File: src/hw/rtl/lfpd_pkg.sv
// Package for the line follower PD steering unit.
// Holds field widths, transaction structs, color codes and register indexes.
// No dependencies.
package lfpd_pkg;

    localparam int PosW     = 12;
    localparam int ReflW    = 10;
    localparam int SpeedW   = 9;
    localparam int ErrW     = 12;
    localparam int TermW    = 16;
    localparam int CfgIdxW  = 2;
    localparam int CfgDataW = 10;

    localparam logic [PosW-1:0]  PosLimit    = 12'd4000;
    localparam logic [PosW-1:0]  PosCenter   = 12'd2000;
    localparam logic [ReflW-1:0] BlackLevel  = 10'd700;
    localparam logic [ReflW-1:0] WhiteLevel  = 10'd50;
    localparam logic [ReflW-1:0] ColorTol    = 10'd25;
    localparam logic [SpeedW-1:0] MaxSpeedRst = 9'd200;

    typedef enum logic [2:0] {
        COLOR_BLACK = 3'd0,
        COLOR_GRAY  = 3'd1,
        COLOR_BROWN = 3'd2,
        COLOR_GREEN = 3'd3,
        COLOR_WHITE = 3'd4,
        COLOR_OTHER = 3'd5
    } t_color;

    typedef enum logic [CfgIdxW-1:0] {
        CFG_MAX_SPEED = 2'd0,
        CFG_GRAY_REF  = 2'd1,
        CFG_BROWN_REF = 2'd2,
        CFG_GREEN_REF = 2'd3
    } t_cfg_idx;

    typedef struct packed {
        logic [SpeedW-1:0] max_speed;
        logic [ReflW-1:0]  gray_reference;
        logic [ReflW-1:0]  brown_reference;
        logic [ReflW-1:0]  green_reference;
    } t_cfg;

    typedef struct packed {
        logic [PosW-1:0]  line_position;
        logic [ReflW-1:0] middle_reflectance;
    } t_in_item;

    typedef struct packed {
        logic [SpeedW-1:0] left_speed;
        logic [SpeedW-1:0] right_speed;
        t_color            middle_color;
    } t_out_item;

    function automatic logic near_ref(input logic [ReflW-1:0] reading,
                                      input logic [ReflW-1:0] refv);
        logic [ReflW-1:0] lo;
        logic [ReflW:0]   hi;
        lo = (refv > ColorTol) ? refv - ColorTol : '0;
        hi = {1'b0, refv} + {1'b0, ColorTol};
        return (reading >= lo) && ({1'b0, reading} <= hi);
    endfunction

endpackage

File: src/hw/rtl/lfpd_color.sv
// Middle sensor color classifier, first match wins.
// Depends on lfpd_pkg.
module lfpd_color (
    input  logic [lfpd_pkg::ReflW-1:0] i_reading,
    input  lfpd_pkg::t_cfg             i_cfg,
    output lfpd_pkg::t_color           o_color
);
    import lfpd_pkg::*;

    always_comb begin
        if (i_reading >= BlackLevel) begin
            o_color = COLOR_BLACK;
        end else if (near_ref(i_reading, i_cfg.gray_reference)) begin
            o_color = COLOR_GRAY;
        end else if (near_ref(i_reading, i_cfg.brown_reference)) begin
            o_color = COLOR_BROWN;
        end else if (near_ref(i_reading, i_cfg.green_reference)) begin
            o_color = COLOR_GREEN;
        end else if (i_reading <= WhiteLevel) begin
            o_color = COLOR_WHITE;
        end else begin
            o_color = COLOR_OTHER;
        end
    end

endmodule

File: src/hw/rtl/lfpd_steer.sv
// PD steering term, wheel speed clamp and green halving.
// Keeps the previous error register. Depends on lfpd_pkg.
module lfpd_steer (
    input  logic                        i_clk,
    input  logic                        i_rst_n,
    input  logic                        i_step,
    input  logic [lfpd_pkg::PosW-1:0]   i_position,
    input  logic [lfpd_pkg::SpeedW-1:0] i_max_speed,
    input  logic                        i_halve,
    output logic [lfpd_pkg::SpeedW-1:0] o_left,
    output logic [lfpd_pkg::SpeedW-1:0] o_right
);
    import lfpd_pkg::*;

    logic [PosW-1:0]          pos_sat;
    logic signed [ErrW-1:0]   err;
    logic signed [ErrW-1:0]   err_bias;
    logic signed [ErrW-1:0]   p_term;
    logic signed [ErrW:0]     diff;
    logic signed [TermW-1:0]  d_term;
    logic signed [TermW-1:0]  term;
    logic signed [TermW:0]    top_ext;
    logic signed [TermW:0]    left_raw;
    logic signed [TermW:0]    right_raw;
    logic [SpeedW-1:0]        left_clamp;
    logic [SpeedW-1:0]        right_clamp;
    logic signed [ErrW-1:0]   r_prev_error;

    always_comb begin
        pos_sat  = (i_position > PosLimit) ? PosLimit : i_position;
        err      = signed'(pos_sat - PosCenter);
        err_bias = err + (err[ErrW-1] ? 12'sd3 : 12'sd0);
        p_term   = err_bias >>> 2;
        diff     = {err[ErrW-1], err} - {r_prev_error[ErrW-1], r_prev_error};
        d_term   = TermW'(signed'({{(TermW-ErrW-1){diff[ErrW]}}, diff}) * 16'sd6);
        term     = d_term + {{(TermW-ErrW){p_term[ErrW-1]}}, p_term};
        top_ext  = signed'({{(TermW+1-SpeedW){1'b0}}, i_max_speed});
        left_raw  = top_ext + {term[TermW-1], term};
        right_raw = top_ext - {term[TermW-1], term};

        if (left_raw[TermW]) begin
            left_clamp = '0;
        end else if (left_raw > top_ext) begin
            left_clamp = i_max_speed;
        end else begin
            left_clamp = left_raw[SpeedW-1:0];
        end

        if (right_raw[TermW]) begin
            right_clamp = '0;
        end else if (right_raw > top_ext) begin
            right_clamp = i_max_speed;
        end else begin
            right_clamp = right_raw[SpeedW-1:0];
        end

        o_left  = i_halve ? {1'b0, left_clamp[SpeedW-1:1]}  : left_clamp;
        o_right = i_halve ? {1'b0, right_clamp[SpeedW-1:1]} : right_clamp;
    end

    always_ff @(posedge i_clk) begin
        if (!i_rst_n) begin
            r_prev_error <= '0;
        end else if (i_step) begin
            r_prev_error <= err;
        end
    end

endmodule

File: src/hw/rtl/line_follow_pd_color_steer_unit.sv
// Top level of the line follower PD steering unit: config registers,
// input register, output register. Depends on lfpd_pkg, lfpd_color, lfpd_steer.
//
//  channel   valid        stall        payload
//  input     i_in_valid   o_in_stall   i_in_data  (t_in_item)
//  output    o_out_valid  i_out_stall  o_out_data (t_out_item)
//  config    i_cfg_we     -            i_cfg_index, i_cfg_data
//
// Items pass the input register, then the output register; one transaction per
// cycle is sustained unless stalled, set by the one compute stage between them.
// Synchronous active-low reset clears both valid flags, the previous error and
// the config registers (max speed 200, references 0).
// An output stall holds the result register; the input register then holds too
// and o_in_stall rises once it is occupied.
module line_follow_pd_color_steer_unit (
    input  logic                          i_clk,
    input  logic                          i_rst_n,
    input  logic                          i_in_valid,
    input  lfpd_pkg::t_in_item            i_in_data,
    output logic                          o_in_stall,
    output logic                          o_out_valid,
    output lfpd_pkg::t_out_item           o_out_data,
    input  logic                          i_out_stall,
    input  logic                          i_cfg_we,
    input  logic [lfpd_pkg::CfgIdxW-1:0]  i_cfg_index,
    input  logic [lfpd_pkg::CfgDataW-1:0] i_cfg_data
);
    import lfpd_pkg::*;

    t_cfg              r_cfg;
    logic              r_s1_valid;
    t_in_item          r_s1;
    logic              r_out_valid;
    t_out_item         r_out;

    logic              out_advance;
    logic              s1_step;
    t_color            color;
    logic [SpeedW-1:0] left;
    logic [SpeedW-1:0] right;

    assign out_advance = !r_out_valid || !i_out_stall;
    assign s1_step     = r_s1_valid && out_advance;
    assign o_in_stall  = r_s1_valid && !out_advance;
    assign o_out_valid = r_out_valid;
    assign o_out_data  = r_out;

    lfpd_color u_color (
        .i_reading (r_s1.middle_reflectance),
        .i_cfg     (r_cfg),
        .o_color   (color)
    );

    lfpd_steer u_steer (
        .i_clk       (i_clk),
        .i_rst_n     (i_rst_n),
        .i_step      (s1_step),
        .i_position  (r_s1.line_position),
        .i_max_speed (r_cfg.max_speed),
        .i_halve     (color == COLOR_GREEN),
        .o_left      (left),
        .o_right     (right)
    );

    always_ff @(posedge i_clk) begin
        if (!i_rst_n) begin
            r_cfg.max_speed       <= MaxSpeedRst;
            r_cfg.gray_reference  <= '0;
            r_cfg.brown_reference <= '0;
            r_cfg.green_reference <= '0;
        end else if (i_cfg_we) begin
            unique case (t_cfg_idx'(i_cfg_index))
                CFG_MAX_SPEED: r_cfg.max_speed       <= i_cfg_data[SpeedW-1:0];
                CFG_GRAY_REF:  r_cfg.gray_reference  <= i_cfg_data[ReflW-1:0];
                CFG_BROWN_REF: r_cfg.brown_reference <= i_cfg_data[ReflW-1:0];
                CFG_GREEN_REF: r_cfg.green_reference <= i_cfg_data[ReflW-1:0];
                default: ;
            endcase
        end
    end

    always_ff @(posedge i_clk) begin
        if (!i_rst_n) begin
            r_s1_valid  <= 1'b0;
            r_out_valid <= 1'b0;
        end else begin
            if (!o_in_stall) begin
                r_s1_valid <= i_in_valid;
            end
            if (out_advance) begin
                r_out_valid <= r_s1_valid;
            end
        end
    end

    always_ff @(posedge i_clk) begin
        if (i_in_valid && !o_in_stall) begin
            r_s1 <= i_in_data;
        end
        if (s1_step) begin
            r_out.left_speed   <= left;
            r_out.right_speed  <= right;
            r_out.middle_color <= color;
        end
    end

    a_left_limit: assert property (@(posedge i_clk) disable iff (!i_rst_n)
        o_out_valid |-> (o_out_data.left_speed <= r_cfg.max_speed))
        else $error("left speed above max speed");

    a_right_limit: assert property (@(posedge i_clk) disable iff (!i_rst_n)
        o_out_valid |-> (o_out_data.right_speed <= r_cfg.max_speed))
        else $error("right speed above max speed");

    a_green_half: assert property (@(posedge i_clk) disable iff (!i_rst_n)
        (o_out_valid && o_out_data.middle_color == COLOR_GREEN)
            |-> (o_out_data.left_speed[SpeedW-1] == 1'b0
                 && o_out_data.right_speed[SpeedW-1] == 1'b0))
        else $error("green result not halved");

    a_full_stall: assert property (@(posedge i_clk) disable iff (!i_rst_n)
        (r_s1_valid && r_out_valid && i_out_stall) |-> o_in_stall)
        else $error("input taken while pipeline full and stalled");

endmodule
File: config.mk
export PLATFORM = sky130hd
export DESIGN_NAME = line_follow_pd_color_steer_unit
export DESIGN_NICKNAME = d
export VERILOG_FILES = /design/src/hw/rtl/lfpd_pkg.sv /design/src/hw/rtl/lfpd_color.sv /design/src/hw/rtl/lfpd_steer.sv /design/src/hw/rtl/line_follow_pd_color_steer_unit.sv
export SDC_FILE = /design/constraint.sdc
export NUM_CORES = 1
export LEC_CHECK = 0
export BUFFER_PORTS_ARGS = -buffer_cell sky130_fd_sc_hd__buf_2
export CAP_MARGIN = 20
export CORE_AREA = 2 2 165 167
export CTS_CLUSTER_SIZE = 24
export DETAILED_ROUTE_END_ITERATION = 8
export DIE_AREA = 0 0 167 169
export GPL_TIMING_DRIVEN = 0
export SYNTH_ARGS = -nofsm -noshare
export SYNTH_HDL_FRONTEND = slang
export SYNTH_SLANG_ARGS = --single-unit
File: constraint.sdc
create_clock -name i_clk -period 8.6 [get_ports i_clk]
set_input_delay 0.86 -clock i_clk [delete_from_list [all_inputs] [get_ports i_clk]]
set_output_delay 0.86 -clock i_clk [all_outputs]
set_load 0.1 [all_outputs]
==> results of run 1 <==
area by class of cell:
type                    instances  area share [%]
plain buffers                  45            1.74
clock buffers                  10            2.10
clock inverters                 6           0.514
inverters                      74            2.54
multi-input cells             946            64.8
flip-flops and latches         96            21.5
well taps                     341            3.89
repair buffers                 62            2.95
cell families after synthesis:
group	Yosys count	synth area share [%]
DFF	96	23.8
and+or+nand+nor	357	18.1
muxes	29	2.95
AOI/OAI and AO/OA	302	21.0
xor gates and xnor gates	99	8.99
buffers and inverters	119	4.72
adders and majority gates	159	20.5
layer usage:
layer	up-vias	global-route usage, %
li1	4303	-
met1	3761	22.0
met2	140	29.2
met3	43	2.38
met4	0	6.11
met5	-	0
state kept, by name (all words and copies together) (netlist names):
name / cells
r_cfg: 39
r_s1: 22
o_out_data: 21
u_steer.r_prev_error: 12
o_out_valid: 1
r_s1_valid: 1
repair_timing:
| action | CTS | global route |
|---|---|---|
| hold buffers | 0 | 0 |
| endpoints found under the setup margin | 0 | 9 |
| resized for setup | 0 | 6 |
| setup buffers | 0 | 0 |
worst min-delay path, stage by stage (launching register included):
cell      delay, ns
dfxtp_1        0.32
nand2_1        0.05
a21boi_0       0.06
placed cells by master, fill, tap and decap left out, types with 4 or more instances in the layout:
cell type	n
a21o_1	33
clkbuf_16	9
a221oi_1	5
fa_1	5
nand2_1	139
nand4_1	16
o21bai_1	13
nor3b_1	4
clkbuf_1	31
nand3b_1	11
xnor2_1	58
inv_1	74
a21oi_1	78
nor4_1	4
a31oi_1	6
o22ai_1	9
o21a_1	14
dfxtp_1	53
nand2b_1	18
a211o_1	4
xor2_1	39
nor3_1	12
ha_1	154
buf_1	4
a21boi_0	31
and3_1	10
o211ai_1	12
a22oi_1	6
or4_1	5
nor2_1	55
and2_1	11
nand3_1	19
buf_2	67
a211oi_1	8
mux2i_1	28
edfxtp_1	43
nor2b_1	35
o21ai_0	40
metrics by stage:
| step | util, % | setup slack, ns | power [mW] | std cells |
|---|---|---|---|---|
| CTS | 41.2 | 0.357 | 4.50 | 1579 |
| finish | 41.3 | 0.774 | 4.54 | 1580 |
| detailed placement | 40.2 | 0.413 | 4.07 | 1563 |
| global route | 41.3 | 0.0511 | 5.02 | 1580 |
| global placement | 40.1 | 0.527 | 4.02 | 1562 |
| floorplan | - | 1.59 | 3.40 | 1161 |
final timing paths:
| kind | start | slack [ns] | end | depth (start not counted) |
|---|---|---|---|---|
| setup / recovery | r_s1[19]$_DFFE_PP_ | 0.77 | o_out_data[6]$_DFFE_PP_ | 32 |
| hold / removal | u_steer.r_prev_error[3]$_SDFFE_PN0P_ | 0.47 | u_steer.r_prev_error[3]$_SDFFE_PN0P_ | 2 |
| setup reg to reg | r_s1[19]$_DFFE_PP_ | 0.77 | o_out_data[6]$_DFFE_PP_ | 32 |
| hold reg to reg | u_steer.r_prev_error[3]$_SDFFE_PN0P_ | 0.47 | u_steer.r_prev_error[3]$_SDFFE_PN0P_ | 2 |
power by group through the flow:
stage / logic (mW) / clock network [mW] / registers (mW)
floorplan: 2.68 / 0 / 0.717
detailed placement: 3.49 / 0 / 0.573
global route: 4.02 / 0.437 / 0.567
CTS: 3.52 / 0.419 / 0.563
finish: 3.57 / 0.407 / 0.562
global placement: 3.44 / 0 / 0.573
==> reports/results.tsv, run 1 <==
metric	value	unit
status	finished clean	
nets	1432	
Post-synth EDFFs	43	
core area	26500	sq um
Pre-Repair DR Iteration Count	5	
Bufs and invs on worst path	3	
hold crit path type	reg -> reg	
routed wire length per instance	15.2	um
setup TNS	0	ns
Max Fanout on Critical Path	10	
first-pass GRT wire length	39200	um
antenna violations before repair	0	
M1 wire length	11400	um
Worst Path Required	8.67	ns
multi-input logic area	7100	sq um
Commonest cells post-synth	ha_1, nand2_1, a21oi_1, inv_1, xnor2_1	
clk buf depth	2	
CP delay by family, top	compound AO/OA/AOI/OAI gates	
WHS	0.471	ns
ratio of cells with drive above 1 in the final layout	9.04	%
Max-slew headroom	47.2	%
CTS tree	done	
clk slew on worst S/H paths	0.08	ns
sequential share of the synthesized area	23.8	%
Syn Area/Cell	8.52	sq um
row count	60	
Worst Tran Pin Value	0.792	ns
Area growth syn-to-layout	10.7	%
critical path's slowest cell	or3_1	
Die Y	169	um
Worst setup SP type	flip-flop	
# IOs	62	
GRT Overall Usage	17.1	%
Async S/R FF share, synth	0	%
min cycle time layout	7.83	ns
Routed met2 length	11100	um
Final period util	91.0	%
routed wire length	24100	um
Final Slew Violations	0	
Yosys cell types	80	
detailed-route DRC error count	0	
Clk Latency, worst-skew pair	0.35	ns
critical setup path kind	reg -> reg	
H-tree depth	3	
Antenna Violating Nets Remaining	0	
Via Count	8247	
Post-DP HPWL	19300	um
grt total ovfl	0	
Yosys top cell area share	19.5	%
logic gate share of total power	78.7	%
DIE WIDTH	167	um
met3 WL	734	um
Pwr Density	414	nW/um^2
final setup fails	0	
max_cap viols	0	
Yosys top cell by area	ha_1	
Die Area	28200	sq um
Clk Tree Root Cell	clkbuf_16	
power share of the clock group	9.0	%
via-per-instance ratio	5.22	
Sink Count	96	
RSZ-0062 raised after global routing	no	
gp weighted congestion	0.867	
Port Buffers	60	
Placed Area	10600	sq um
initial core utilization	37.3	%
design area	11000	sq um
yosys warns	0	
ANT cells	0	
largest net degree at the start of global routing	31	
Mapped Area	9900	sq um
number of global-route vias before repair	7868	
Synth Instances	1161	
FILL cells	2666	
clk_skew	0.0131	ns
top cells by area, synth	ha_1, edfxtp_1, dfxtp_1, nand2_1, xnor2_1	
drt first-iter violations	377	
endpoint type of the worst setup path	flip-flop	
Peak VDD IR	0.352	mV
sequential share of power	12.4	%
switching power	2.35	mW
Hold Fails Final Rpt	0	
Net Count, Synth	1359	
sw frac	51.8	%
max layer used	met4	
Primary FF master, synth	dfxtp_1	
most common cell in the netlist	ha_1	
Crit path largest cell delay	0.46	ns
Crit path arrival time	7.90	ns
Pint	2.19	mW
achievable frequency	128	MHz
CTS Buf Count	9	
Leak	4.68	nW
most frequent CP cell	ha_1	
post-synthesis register bit count	96	
Storage cell area	2350	sq um
No activity file was read; power rests on OpenSTA's default activity.
==> run 2, diff against run 1 <==
Settings changed: ABC_AREA set to 1, CORE_AREA 2 2 165 167 to 2 2 168 170, DIE_AREA 0 0 167 169 to 0 0 170 172.
==> run 2 against run 1 <==
Compared with the run above:
- via count rose by 14%
- first-iteration DRC count is 24% higher
- sequential cell count unchanged
- cell count increased by 17%
- critical path type unchanged
- highest routed layer unchanged
==> reports/results.tsv, run 2 <==
metric	value	unit
status	finished clean	
most frequent CP cell	nand2_1	
Largest register FFs	39	
Clk Latency, worst-skew pair	0.36	ns
mux contribution to synthesized area	0	%
post-synthesis xor/xnor area fraction	7.67	%
nets	1702	
antenna violations before repair	1	
critical path's slowest cell	o31ai_1	
detailed-route DRC error count	0	
hold_sp	r_s1_valid$_SDFFE_PN0N_	
Sink Count	96	
FILL cells	2889	
Async S/R FF share, synth	0	%
achievable frequency	126	MHz
Worst Tran Pin Value	0.865	ns
Via Count	9387	
complex-gate fraction of the synthesized area	15.4	%
Die Area	29200	sq um
gp weighted congestion	0.896	
Yosys top cell area share	18.8	%
ANT cells	0	
min cycle time layout	7.95	ns
post-synthesis register bit count	96	
Post-synth EDFFs	43	
row count	61	
Crit path largest cell delay	0.54	ns
Crit Reg-Reg Endpoint	o_out_data[18]$_DFFE_PP_	
Max Fanout on Critical Path	10	
final setup fails	0	
Max-slew headroom	42.3	%
yosys warns	0	
core area	27500	sq um
clk buf depth	2	
Pre-Repair DR Iteration Count	5	
total setup buffers inserted after CTS	0	
first-pass GRT wire length	44300	um
Worst Path Required	8.72	ns
Die Y	172	um
Yosys top cell by area	ha_1	
GRT Overall Usage	19.0	%
H-tree depth	3	
hold path endpoint	o_out_valid$_SDFFE_PN0N_	
most common cell in the netlist	nand2_1	
R2R depth	44	
grt total ovfl	0	
CTS Buf Count	9	
Most flops, register	r_cfg	
Final period util	92.4	%
CTS tree	done	
largest family of logic cells by synthesized area	simple AND/OR/NAND/NOR gates	
ratio of cells with drive above 1 in the final layout	10.2	%
sequential share of the synthesized area	22.9	%
Post-CTS Resized	0	
Port Buffers	60	
setup TNS	0	ns
largest registers	r_cfg: 39 flops, r_s1: 22 flops, o_out_data: 21 flops	
clk slew on worst S/H paths	0.08	ns
commonest non-fill, non-tap cell in the layout	nand2_1	
Clk Tree Root Cell	clkbuf_16	
Mapped Area	10300	sq um
clk_skew	0.0156	ns
Reg-to-Reg Start	r_s1[16]$_DFFE_PP_	
initial core utilization	37.3	%
routed wire length	26700	um
number of global-route vias before repair	9099	
Primary FF master, synth	dfxtp_1	
DIE WIDTH	170	um
Area growth syn-to-layout	10.3	%
Antenna Violating Nets Remaining	0	
CTS Hold Buffers Added	0	
Reg2Reg Setup Slack	0.65	ns
top cells by area, synth	ha_1, edfxtp_1, dfxtp_1, nand2_1, inv_1	
Commonest cells post-synth	nand2_1, inv_1, ha_1, a21oi_1, nand3_1	
critical setup path kind	reg -> reg	
# IOs	62	
adder-cell share of the synthesized area	19.8	%
drt first-iter violations	469	
endpoint type of the worst setup path	flip-flop	
Yosys cell types	55	
cell count of the worst hold path	2	
commonest non-fill, non-tap cells in the layout	nand2_1, inv_1, ha_1, a21oi_1, nand3_1	
max_cap viols	0	
RSZ-0062 raised after global routing	no	
Simple-Gate Fraction of Synth Area	24.7	%
hold crit path type	reg -> reg	
Net Count, Synth	1631	
Final Slew Violations	0	
Syn Area/Cell	7.16	sq um
Hold Fails Final Rpt	0	
largest net degree at the start of global routing	31	
Crit path arrival time	8.06	ns
routed wire length per instance	14.4	um
Worst setup SP type	flip-flop	
Synth Instances	1433	
via-per-instance ratio	5.06	
Post-DP HPWL	21800	um
## run 2: cell types whose count changed after synthesis, moves of 19 or more
cell / previous run / this run
nor2b_1: 36 / 0
a21boi_0: 31 / 1
clkbuf_1: 32 / 13
xor2_1: 39 / 65
nand3_1: 19 / 116
nor2_1: 56 / 99
nand2_1: 139 / 263
xnor2_1: 58 / 13
inv_1: 74 / 215
o21ai_0: 40 / 94
a21oi_1: 78 / 127
mux2i_1: 28 / 0
a21o_1: 33 / 5
## run 2: logic make-up after synthesis
kind of cell | after synthesis
buffers and inverters | 252
DFF | 96
xor gates and xnor gates | 83
and+or+nand+nor | 563
adders and majority gates | 159
AOI/OAI and AO/OA | 280
## run 2: how the worst max path moves through the flow
stage,cells past startpoint,startpoint,end
final,44,r_s1[16]$_DFFE_PP_,o_out_data[18]$_DFFE_PP_
after global routing,44,r_s1[16]$_DFFE_PP_,o_out_data[16]$_DFFE_PP_
after CTS,44,r_s1[16]$_DFFE_PP_,o_out_data[16]$_DFFE_PP_
after detailed placement,44,r_s1[16]$_DFFE_PP_,o_out_data[18]$_DFFE_PP_
after global placement,44,r_s1[16]$_DFFE_PP_,o_out_data[17]$_DFFE_PP_
after floorplan,44,r_s1[16]$_DFFE_PP_,o_out_data[18]$_DFFE_PP_
## run 2: final cells by class
cell class                      instances  area (sq um)  area share, %
Buffer                                 24           130           1.15
Clock buffer                           11           254           2.24
Clock inverter                          5          70.1          0.619
Inverter                              228           856           7.56
Multi-Input combinational cell       1085          6920           61.2
Sequential cell                        96          2350           20.8
Tap cell                              346           433           3.83
Timing Repair Buffer                   60           300           2.65
## run 2: layer usage
| metal | track usage (%) | up-vias | routed length [um] |
|---|---|---|---|
| li1 | - | 4939 | - |
| met1 | 24.9 | 4218 | 12800 |
| met2 | 32.8 | 184 | 12200 |
| met3 | 2.56 | 46 | 1120 |
| met4 | 5.09 | 0 | 536 |
| met5 | 0 | - | 0 |
## run 2: per-stage QoR
| step | utilization (%) | worst slack [ns] | hold slack (ns) | cells | area, sq um |
|---|---|---|---|---|---|
| floorplan | - | 1.88 | 0.457 | 1433 | 10300 |
| global placement | 40.0 | 0.682 | 0.476 | 1839 | 11000 |
| detailed placement | 40.0 | 0.628 | 0.479 | 1839 | 11000 |
| CTS | 41.2 | 0.613 | 0.491 | 1855 | 11300 |
| global route | 41.2 | 0.0289 | 0.551 | 1855 | 11300 |
| finish | 41.2 | 0.655 | 0.488 | 1855 | 11300 |
## run 2: critical path, delay by kind of cell (launching register included)
family                   cells  cell delay, ns
AO/OA/AOI/OAI                4            1.09
XOR/XNOR                     4            0.75
adder cells (fa/ha/maj)      6            1.89
buffers and inverters        8            0.81
flip-flops                   1            0.52
AND/OR/NAND/NOR             22            2.64
Power of run 2 is left out: the tool's default activity adds up to more than one toggle a clock period on the data nets, which glitch-free logic cannot reach.
